[src/rtl/tdr_pkg.sv]
// Shared types, constants and controller/datapath interface for the depth rasterizer.
package tdr_pkg;

    // Default side of the square depth store.
    localparam int MAP_SIDE_DEF = 256;

    // Field widths.
    localparam int OP_W    = 2;
    localparam int COORD_W = 16;
    localparam int DEPTH_W = 24;
    localparam int RC_W    = 8;
    localparam int COUNT_W = 17;
    localparam int LIMIT_W = 16;

    // Internal arithmetic widths.
    localparam int DIFF_W  = 18;   // coordinate differences
    localparam int EDGE_W  = 36;   // edge function and area values
    localparam int MA_W    = 37;   // multiplier operand A
    localparam int MB_W    = 25;   // multiplier operand B
    localparam int PROD_W  = 62;   // product and depth numerator
    localparam int BOX_W   = 14;   // signed bounding box coordinates
    localparam int EXT_W   = 13;   // read coordinates compared against the store side
    localparam int STEP_W  = 5;    // divider step counter
    localparam int DIV_STEPS = DEPTH_W;

    localparam logic [DEPTH_W-1:0] DEPTH_MAX = '1;
    localparam logic [COUNT_W-1:0] COUNT_MAX = '1;

    // Operation codes carried in the input tuser.
    typedef enum logic [OP_W-1:0] {
        OP_DRAW  = 2'd0,
        OP_CLEAR = 2'd1,
        OP_READ  = 2'd2,
        OP_NONE  = 2'd3
    } t_op;

    // Multiplier operand selection.
    typedef enum logic [1:0] {
        MUL_T1    = 2'd0,
        MUL_T2    = 2'd1,
        MUL_DEPTH = 2'd2
    } t_mul_sel;

    // Accumulator operation.
    typedef enum logic [1:0] {
        ACC_HOLD = 2'd0,
        ACC_LOAD = 2'd1,
        ACC_ADD  = 2'd2
    } t_acc_op;

    // Kind of result loaded into the output register.
    typedef enum logic [1:0] {
        RES_ZERO = 2'd0,
        RES_READ = 2'd1,
        RES_DRAW = 2'd2,
        RES_SKIP = 2'd3
    } t_res_kind;

    // Commands from the controller to the datapath.
    typedef struct packed {
        logic      load_item;
        t_mul_sel  mul_sel;
        logic [1:0] edge_sel;
        logic [1:0] depth_sel;
        t_acc_op   acc_op;
        logic      edge_wr;
        logic      setup;
        logic      pix_init;
        logic      pix_next;
        logic      div_init;
        logic      div_step;
        logic      depth_upd;
        logic      addr_read;
        logic      sweep_init;
        logic      sweep_wr;
        logic      res_load;
        t_res_kind res_kind;
    } t_dp_cmd;

    // Status from the datapath to the controller.
    typedef struct packed {
        logic degenerate;
        logic box_empty;
        logic covered;
        logic pix_last;
        logic sweep_last;
    } t_dp_status;

endpackage

[src/rtl/tdr_ctrl.sv]
// Controller: sequences area, box walk, edge tests, depth division and store access.
module tdr_ctrl
    import tdr_pkg::*;
(
    input  logic             i_clk,
    input  logic             i_rst_n,
    input  logic             i_in_valid,
    output logic             o_in_ready,
    input  logic [OP_W-1:0]  i_op,
    output logic             o_out_valid,
    input  logic             i_out_ready,
    output t_dp_cmd          o_cmd,
    input  t_dp_status       i_status
);

    typedef enum logic [11:0] {
        S_SWEEP = 12'b0000_0000_0001,
        S_IDLE  = 12'b0000_0000_0010,
        S_AREA  = 12'b0000_0000_0100,
        S_SETUP = 12'b0000_0000_1000,
        S_BOX   = 12'b0000_0001_0000,
        S_EDGE  = 12'b0000_0010_0000,
        S_TEST  = 12'b0000_0100_0000,
        S_DMUL  = 12'b0000_1000_0000,
        S_DIV   = 12'b0001_0000_0000,
        S_UPD   = 12'b0010_0000_0000,
        S_READ  = 12'b0100_0000_0000,
        S_DONE  = 12'b1000_0000_0000
    } t_state;

    t_state            r_state, n_state;
    logic [1:0]        r_phase, n_phase;
    logic [1:0]        r_esel, n_esel;
    logic [STEP_W-1:0] r_step, n_step;
    logic              r_sweep_resp, n_sweep_resp;
    t_res_kind         r_res, n_res;
    logic              r_out_valid, n_out_valid;
    logic              accept;

    assign o_in_ready  = (r_state == S_IDLE);
    assign accept      = i_in_valid && o_in_ready;
    assign o_out_valid = r_out_valid;

    // Next-state and command logic.
    always_comb begin
        n_state      = r_state;
        n_phase      = r_phase;
        n_esel       = r_esel;
        n_step       = r_step;
        n_sweep_resp = r_sweep_resp;
        n_res        = r_res;
        n_out_valid  = r_out_valid;
        o_cmd        = '0;
        if (r_out_valid && i_out_ready) begin
            n_out_valid = 1'b0;
        end
        case (r_state)
            S_SWEEP: begin
                o_cmd.sweep_wr = 1'b1;
                if (i_status.sweep_last) begin
                    n_sweep_resp = 1'b0;
                    n_res        = RES_ZERO;
                    n_state      = r_sweep_resp ? S_DONE : S_IDLE;
                end
            end
            S_IDLE: begin
                if (accept) begin
                    o_cmd.load_item = 1'b1;
                    n_phase         = 2'd0;
                    case (t_op'(i_op))
                        OP_DRAW: n_state = S_AREA;
                        OP_CLEAR: begin
                            o_cmd.sweep_init = 1'b1;
                            n_sweep_resp     = 1'b1;
                            n_state          = S_SWEEP;
                        end
                        OP_READ: n_state = S_READ;
                        default: begin
                            n_res   = RES_ZERO;
                            n_state = S_DONE;
                        end
                    endcase
                end
            end
            // Doubled area: two products, then their difference.
            S_AREA: begin
                o_cmd.edge_sel = 2'd0;
                case (r_phase)
                    2'd0: begin
                        o_cmd.mul_sel = MUL_T1;
                        n_phase       = 2'd1;
                    end
                    2'd1: begin
                        o_cmd.mul_sel = MUL_T2;
                        o_cmd.acc_op  = ACC_LOAD;
                        n_phase       = 2'd2;
                    end
                    default: begin
                        o_cmd.edge_wr = 1'b1;
                        n_phase       = 2'd0;
                        n_state       = S_SETUP;
                    end
                endcase
            end
            S_SETUP: begin
                if (i_status.degenerate) begin
                    n_res   = RES_SKIP;
                    n_state = S_DONE;
                end else begin
                    o_cmd.setup = 1'b1;
                    n_state     = S_BOX;
                end
            end
            S_BOX: begin
                if (i_status.box_empty) begin
                    n_res   = RES_DRAW;
                    n_state = S_DONE;
                end else begin
                    o_cmd.pix_init = 1'b1;
                    n_esel         = 2'd1;
                    n_phase        = 2'd0;
                    n_state        = S_EDGE;
                end
            end
            // Edge functions of all edges at the pixel center.
            S_EDGE: begin
                o_cmd.edge_sel = r_esel;
                case (r_phase)
                    2'd0: begin
                        o_cmd.mul_sel = MUL_T1;
                        n_phase       = 2'd1;
                    end
                    2'd1: begin
                        o_cmd.mul_sel = MUL_T2;
                        o_cmd.acc_op  = ACC_LOAD;
                        n_phase       = 2'd2;
                    end
                    default: begin
                        o_cmd.edge_wr = 1'b1;
                        n_phase       = 2'd0;
                        if (r_esel == 2'd3) begin
                            n_state = S_TEST;
                        end else begin
                            n_esel = r_esel + 1'b1;
                        end
                    end
                endcase
            end
            S_TEST: begin
                if (i_status.covered) begin
                    n_phase = 2'd0;
                    n_state = S_DMUL;
                end else if (i_status.pix_last) begin
                    n_res   = RES_DRAW;
                    n_state = S_DONE;
                end else begin
                    o_cmd.pix_next = 1'b1;
                    n_esel         = 2'd1;
                    n_state        = S_EDGE;
                end
            end
            // Weighted depth sum of the three vertices.
            S_DMUL: begin
                o_cmd.mul_sel   = MUL_DEPTH;
                o_cmd.depth_sel = r_phase;
                case (r_phase)
                    2'd0: n_phase = 2'd1;
                    2'd1: begin
                        o_cmd.acc_op = ACC_LOAD;
                        n_phase      = 2'd2;
                    end
                    2'd2: begin
                        o_cmd.acc_op = ACC_ADD;
                        n_phase      = 2'd3;
                    end
                    default: begin
                        o_cmd.acc_op = ACC_ADD;
                        n_phase      = 2'd0;
                        n_step       = '0;
                        n_state      = S_DIV;
                    end
                endcase
            end
            S_DIV: begin
                if (r_step == '0) begin
                    o_cmd.div_init = 1'b1;
                end else begin
                    o_cmd.div_step = 1'b1;
                end
                if (r_step == STEP_W'(DIV_STEPS)) begin
                    n_state = S_UPD;
                end else begin
                    n_step = r_step + 1'b1;
                end
            end
            S_UPD: begin
                o_cmd.depth_upd = 1'b1;
                if (i_status.pix_last) begin
                    n_res   = RES_DRAW;
                    n_state = S_DONE;
                end else begin
                    o_cmd.pix_next = 1'b1;
                    n_esel         = 2'd1;
                    n_state        = S_EDGE;
                end
            end
            S_READ: begin
                o_cmd.addr_read = 1'b1;
                n_res           = RES_READ;
                n_state         = S_DONE;
            end
            S_DONE: begin
                o_cmd.addr_read = (r_res == RES_READ);
                o_cmd.res_kind  = r_res;
                if (!r_out_valid || i_out_ready) begin
                    o_cmd.res_load = 1'b1;
                    n_out_valid    = 1'b1;
                    n_state        = S_IDLE;
                end
            end
            default: begin
                n_state = S_IDLE;
            end
        endcase
    end

    // Controller registers.
    always_ff @(posedge i_clk) begin
        if (!i_rst_n) begin
            r_state      <= S_SWEEP;
            r_phase      <= '0;
            r_esel       <= '0;
            r_step       <= '0;
            r_sweep_resp <= 1'b0;
            r_res        <= RES_ZERO;
            r_out_valid  <= 1'b0;
        end else begin
            r_state      <= n_state;
            r_phase      <= n_phase;
            r_esel       <= n_esel;
            r_step       <= n_step;
            r_sweep_resp <= n_sweep_resp;
            r_res        <= n_res;
            r_out_valid  <= n_out_valid;
        end
    end

endmodule

[config.mk]
export PLATFORM = sky130hd
export DESIGN_NAME = tdr_ctrl
export DESIGN_NICKNAME = d
export VERILOG_FILES = /design/src/rtl/tdr_pkg.sv /design/src/rtl/tdr_ctrl.sv
export SDC_FILE = /design/constraint.sdc
export NUM_CORES = 1
export LEC_CHECK = 0
export BUFFER_PORTS_ARGS = -buffer_cell sky130_fd_sc_hd__buf_2
export CORE_UTILIZATION = 50
export CTS_CLUSTER_SIZE = 20
export DETAILED_ROUTE_END_ITERATION = 10
export PLACE_DENSITY = 0.85
export SYNTH_ARGS = -nofsm -noshare
export SYNTH_HDL_FRONTEND = slang
export SYNTH_SLANG_ARGS = --single-unit
[constraint.sdc]
create_clock -name i_clk -period 2.15 [get_ports i_clk]
set_clock_uncertainty 0.1 [all_clocks]
set_input_delay 0.43 -clock i_clk [delete_from_list [all_inputs] [get_ports i_clk]]
set_output_delay 0.43 -clock i_clk [all_outputs]
set_load 0.01 [all_outputs]
# Word level (Yosys, flattened, before mapping)
# Cells that the tools add are included.
dict set report op_classes {
  n_eq_ne 36
  muxes 73
  add_sub_neg 2
  reduce_logical 22
}
# cell n
set op_table {}
lappend op_table {{12-bit 2-to-1 mux} 13}
lappend op_table {{12-bit one-hot mux with 12 select lines} 1}
lappend op_table {{2-bit 2-to-1 mux} 18}
lappend op_table {{12-bit one-hot mux with 3 select lines} 1}
lappend op_table {{2-bit inequality test (second input constant)} 15}
lappend op_table {{1-bit 2-to-1 mux} 25}
lappend op_table {{2-bit one-hot mux with 2 select lines} 4}
lappend op_table {{2-bit one-hot mux with 7 select lines} 1}
lappend op_table {{12-bit by 1-bit equality test with 1-bit output (second input constant)} 1}
lappend op_table {{12-bit by 10-bit equality test with 1-bit output (second input constant)} 1}
lappend op_table {{12-bit by 11-bit equality test with 1-bit output (second input constant)} 1}
lappend op_table {{12-bit equality test (second input constant)} 1}
lappend op_table {{12-bit by 2-bit equality test with 1-bit output (second input constant)} 1}
lappend op_table {{12-bit by 3-bit equality test with 1-bit output (second input constant)} 1}
lappend op_table {{12-bit by 4-bit equality test with 1-bit output (second input constant)} 1}
lappend op_table {{12-bit by 5-bit equality test with 1-bit output (second input constant)} 1}
lappend op_table {{12-bit by 6-bit equality test with 1-bit output (second input constant)} 1}
lappend op_table {{12-bit by 7-bit equality test with 1-bit output (second input constant)} 1}
lappend op_table {{12-bit by 8-bit equality test with 1-bit output (second input constant)} 1}
lappend op_table {{12-bit by 9-bit equality test with 1-bit output (second input constant)} 1}
lappend op_table {{5-bit 2-to-1 mux} 2}
lappend op_table {{2-bit one-hot mux with 5 select lines} 1}
lappend op_table {{5-bit one-hot mux with 2 select lines} 1}
lappend op_table {{2-bit one-hot mux with 4 select lines} 1}
lappend op_table {{other kinds (25)} 38}
dict set report word_totals {
  ff_bits 25
  output_inout_bits 24
  input_bits 11
  elab_cells 140
}

# Longest topological paths before layout
dict set report depth {
  word_depth 5
  mapped_depth 8
  ltp_nobuf 8
}

# Worst setup path before layout
# Ideal clock, no wire load.
dict set report synth_path {
  kind {reg2out}
  startpoint {register r_state[6]}
  endpoint {output port o_cmd[13] (netlist name)}
  t_required_ns 1.620
  t_arrival_ns 1.755
  slack_ns -0.135
  path_stages_with_launch 7
  path_buffers 1
  cell_sequence {dfxtp_1 -> buf_2 -> nor4b_1 -> mux2i_1 -> nor2_1 -> and2_1 -> a21o_1}
}
# item line_no
set synth_rtl {}
lappend synth_rtl {{start, declared} tdr_ctrl.sv:31} ;# t_state r_state, n_state;
lappend synth_rtl {{start signal, assigned} tdr_ctrl.sv:238} ;# r_state <= n_state;
lappend synth_rtl {{end, declared} tdr_ctrl.sv:12} ;# output t_dp_cmd o_cmd,

==> impl_results.html <==
<table>
<tr><th>Metric</th><th>Value</th></tr>
<tr><th colspan="2">Power</th></tr>
<tr><td>Switch share</td><td>37.73%</td></tr>
<tr><td>Net Sw Power</td><td>537.8 uW</td></tr>
<tr><td>VDD IR max</td><td>between 0.0004 and 0.0005 V</td></tr>
<tr><td>Power share of the clock group</td><td>22.5%</td></tr>
<tr><td>Power per Cell Area</td><td>445.2 nW/um2</td></tr>
<tr><td>Cell internal power dissipation</td><td>887.6 uW</td></tr>
<tr><td>Combinational fraction of design power</td><td>41.9%</td></tr>
<tr><td>Part of the power in registers</td><td>35.5%</td></tr>
<tr><td>Static leakage</td><td>0.001454 uW</td></tr>
<tr><th colspan="2">Setup path</th></tr>
<tr><td>Arrival time at the worst endpoint</td><td>1960 ps</td></tr>
<tr><td>Highest fanout seen on the critical path</td><td>7</td></tr>
<tr><td>Critical Path, Cell by Cell</td><td>nor4_4 -&gt; buf_4 -&gt; and3_4 -&gt; nand2_4 -&gt; o21ai_2 -&gt; buf_2</td></tr>
<tr><td>Buffers &amp; Inverters on Critical Path</td><td>2</td></tr>
<tr><td>First element of the critical path</td><td>r_state[5]</td></tr>
<tr><td>Slowest CP cell</td><td>dfxtp_4</td></tr>
<tr><td>Capturing element type of the critical path</td><td>output pin</td></tr>
<tr><td>Worst Path Class, Setup</td><td>reg2out</td></tr>
<tr><td>Reg-to-reg critical path startpoint</td><td>r_state[0]</td></tr>
<tr><td>Largest incremental delay on the critical path</td><td>400 ps</td></tr>
<tr><td>Family of cells with the greatest summed delay on the critical path</td><td>simple AND/OR/NAND/NOR gates</td></tr>
<tr><td>Kind of start point of the critical path</td><td>flip-flop</td></tr>
<tr><td>Required time of the critical path</td><td>1620 ps</td></tr>
<tr><th colspan="2">Floorplan</th></tr>
<tr><td>Effective utilization at floorplan</td><td>53.82%</td></tr>
<tr><td>Row count</td><td>21</td></tr>
<tr><td>Chip height</td><td>63.11 um</td></tr>
<tr><td>I/O pin cnt</td><td>35</td></tr>
<tr><td>Area of the core</td><td>3468 um2</td></tr>
<tr><td>Width of the die</td><td>~63 um</td></tr>
<tr><td>Die footprint</td><td>~4000 um2</td></tr>
<tr><th colspan="2">Outcome</th></tr>
<tr><td>Run status</td><td>complete, but fails checks</td></tr>
<tr><td>Failing checks</td><td>negative setup slack</td></tr>
<tr><th colspan="2">Cells and area</th></tr>
<tr><td>Diode count</td><td>0</td></tr>
<tr><td>Area Growth Syn to Fin</td><td>71.51%</td></tr>
<tr><td>Total Nets Final</td><td>373</td></tr>
<tr><td>Share of final-layout standard cells stronger than drive strength 1</td><td>56.82%</td></tr>
<tr><td>Core utilization of the finished layout</td><td>92.32%</td></tr>
<tr><th colspan="2">Yosys</th></tr>
<tr><td>Number of flops mapped to enable cells by yosys</td><td>0</td></tr>
<tr><td>Number of distinct standard cells referenced by the synthesized netlist</td><td>45</td></tr>
<tr><td>Warnings, synthesis</td><td>0</td></tr>
<tr><td>Register bit count reported by yosys</td><td>25</td></tr>
<tr><td>Average footprint of a synthesized cell</td><td>7.714 um2</td></tr>
<tr><td>Top cells by count, synth</td><td>dfxtp_1, nand2_1, nor2_1</td></tr>
<tr><td>Post-synthesis instance total</td><td>242</td></tr>
<tr><td>Dominant cell type by area after synthesis</td><td>dfxtp_1</td></tr>
<tr><td>Main area contributors after synthesis</td><td>dfxtp_1, ha_1, nor4b_1</td></tr>
<tr><td>Sequential area share after synthesis</td><td>26.81%</td></tr>
<tr><td>Most frequently used flop master after synthesis</td><td>dfxtp_1</td></tr>
<tr><td>Area of the mapped netlist</td><td>approximately 1900 um2</td></tr>
<tr><td>Net count of the mapped netlist</td><td>262</td></tr>
<tr><td>Async SR Flop Fraction</td><td>0%</td></tr>
<tr><td>Proportion of netlist area held by the largest area contributor</td><td>26.81%</td></tr>
<tr><td>Most frequently used cell type in the post-synthesis netlist</td><td>dfxtp_1</td></tr>
<tr><th colspan="2">GRT</th></tr>
<tr><td>GRT Util Overall</td><td>39.69%</td></tr>
<tr><td>Pin count of the biggest net entering global routing</td><td>24</td></tr>
<tr><td>Global-route wire length before repair</td><td>12320 um</td></tr>
<tr><td>Remaining global-route overflow</td><td>0</td></tr>
<tr><td>Number of global-route vias before repair</td><td>2510</td></tr>
<tr><td>Antenna violations before repair</td><td>0</td></tr>
<tr><th colspan="2">CTS</th></tr>
<tr><td>Cell at the root of the clock tree</td><td>clkbuf_8</td></tr>
<tr><td>CTS H-tree lvls</td><td>1</td></tr>
<tr><td>Clock tree from TritonCTS</td><td>done</td></tr>
<tr><td>Clock sink total</td><td>25</td></tr>
<tr><td>Source-to-sink clock delay at the later pin of the worst-skew pair</td><td>approximately 300 ps</td></tr>
<tr><td>Clock slew at the register clock pins of the worst setup and hold paths</td><td>~110 ps</td></tr>
<tr><td>Count of hold-fix buffers inserted at cts</td><td>0</td></tr>
<tr><td>Total clock buffers created by CTS</td><td>3</td></tr>
<tr><td>Number of buffers on the longest clock path</td><td>2</td></tr>
<tr><th colspan="2">Detailed routing</th></tr>
<tr><td>Wire length on met1</td><td>3547 um</td></tr>
<tr><td>Initial DRC count</td><td>approximately 720</td></tr>
<tr><td>First drt pass iteration count</td><td>7</td></tr>
<tr><td>Count of antenna-violating nets left after detailed routing</td><td>0</td></tr>
<tr><td>Via/cell ratio</td><td>7.389</td></tr>
<tr><td>Met2 wirelength from detailed routing</td><td>4405 um</td></tr>
<tr><td>Drt total wl</td><td>10720 um</td></tr>
<tr><td>Post-detailed-route DRC marker count</td><td>0</td></tr>
<tr><td>Routed wirelength normalized by instance count</td><td>26.92 um</td></tr>
<tr><td>DR top layer</td><td>met4</td></tr>
<tr><td>Vias</td><td>2941</td></tr>
<tr><td>Total met3 wirelength after detailed routing</td><td>1571 um</td></tr>
<tr><th colspan="2">Placed design</th></tr>
<tr><td>DP HPWL</td><td>4253 um</td></tr>
<tr><td>Setup WS pre-CTS</td><td>-79.84 ps</td></tr>
<tr><td>Port bufs</td><td>34</td></tr>
<tr><td>Routability congestion estimate from global placement</td><td>0.9493</td></tr>
<tr><th colspan="2">Timing</th></tr>
<tr><td>Setup-failing EPs final</td><td>39</td></tr>
<tr><td>Final worst-path cycle share</td><td>115.7%</td></tr>
<tr><td>FMAX</td><td>between 0.4 and 0.5 GHz</td></tr>
<tr><td>Worst path setup slack after routing</td><td>-337.1 ps</td></tr>
<tr><td>Worst slew margin</td><td>60.45%</td></tr>
<tr><td>Transition at the pin with the smallest max-transition slack</td><td>just under 600 ps</td></tr>
<tr><td>Post-layout min period</td><td>approximately 2500 ps</td></tr>
<tr><td>RSZ-0062 raised after global routing</td><td>true</td></tr>
<tr><td>Number of slew-limit violations in the final report</td><td>0</td></tr>
<tr><td>Number of hold-slack violations in the final timing report</td><td>0</td></tr>
<tr><th colspan="2">Min path</th></tr>
<tr><td>Worst hold path class</td><td>in2reg</td></tr>
<tr><td>HP Start</td><td>i_status[0]</td></tr>
<tr><th colspan="2">Run</th></tr>
<tr><td>Max cap viols</td><td>0</td></tr>
</table>
[cell usage in the layout, fill, tap and decap left out, types with 7 or more instances in the layout]
cell type / count
buf_6: 21
buf_4: 76
nand4_1: 10
nor2_1: 18
inv_1: 7
dfxtp_1: 13
buf_2: 24
nor4b_2: 7
nand2_1: 18
nand3_1: 9
ha_1: 9
o21ai_0: 9
[path summary, 6_finish.rpt]
check | to | slack [ps] | cells after the start
min | r_state[0] | 280 | 2
max | o_cmd[5] | -340 | 6
min reg2reg | r_esel[1] | 420 | 2
max reg2reg | r_res[1] | -320 | 9
[cells by family (layout without fill, tap and decap cells)]
family / after synthesis / after routing / synth area share (%)
simple gates: 127 / 127 / 40.15
compound gates: 44 / 44 / 16.02
buf+inv: 27 / 137 / 6.100
fa+ha+maj: 9 / 9 / 6.032
mux: 3 / 3 / 1.609
xor+xnor: 7 / 7 / 3.284
flops: 25 / 25 / 26.81
[cell type report]
| class | instances | area, um2 |
|---|---|---|
| repair buffers | 123 | 962.2 |
| multi-input cells | 190 | 1563 |
| inverters | 10 | 40.04 |
| clock inverters | 1 | 7.507 |
| clock buffers | 3 | 41.29 |
| well taps | 46 | 57.56 |
| flip-flops and latches | 25 | 530.5 |
| fillers | 123 | 266.5 |
[per-stage QoR]
step	hold WS, ps	total power [uW]	std cells	area [um2]	setup TNS [ps]
after floorplan	335.0	690.0	242	1888	-117.0
after detailed placement	371.9	847.4	352	2390	-170.6
after CTS	279.6	1251	384	2868	-1540
final	282.5	1425	398	3202	-7199
after global routing	277.4	1461	398	3202	-8399
after global placement	352.8	841.5	352	2390	0
[worst reg2reg max path, stage by stage, from the launching register on]
cell and delay [ps]:
dfxtp_2 390, nor4_4 310, buf_6 200, buf_6 150, buf_4 140, nand4_1 300
o21ai_1 200, a221o_1 230, nor2_2 80, o221a_2 290
[flip-flops by register name (all words and copies together) (netlist names)]
register      count
r_res             2
r_sweep_resp      1
r_state          12
o_out_valid       1
r_phase           2
r_esel            2
r_step            5
[timing repair]
item / CTS / global route
gates resized for setup: 57 / 64
setup buffers: 28 / 17
pin swaps: 13 / 16
endpoints found under the setup margin: 29 / 39
[power by group through the flow]
stage          combinational [uW]  clock [uW]  sequential [uW]
2_1_floorplan                 193           0              497
3_5_place_dp                  338           0              510
4_1_cts                       456         297              498
6_report                      598         321              506
5_1_grt                       613         336              512
3_3_place_gp                  332           0              509
[layer usage]
layer  track usage, %  vias to the layer above
li1                 -                     1108
met1            43.95                     1320
met2            67.61                      347
met3            10.14                      166
met4            23.84                        0
met5                0                        -
Note: power is estimated with default switching activity, not from simulation.
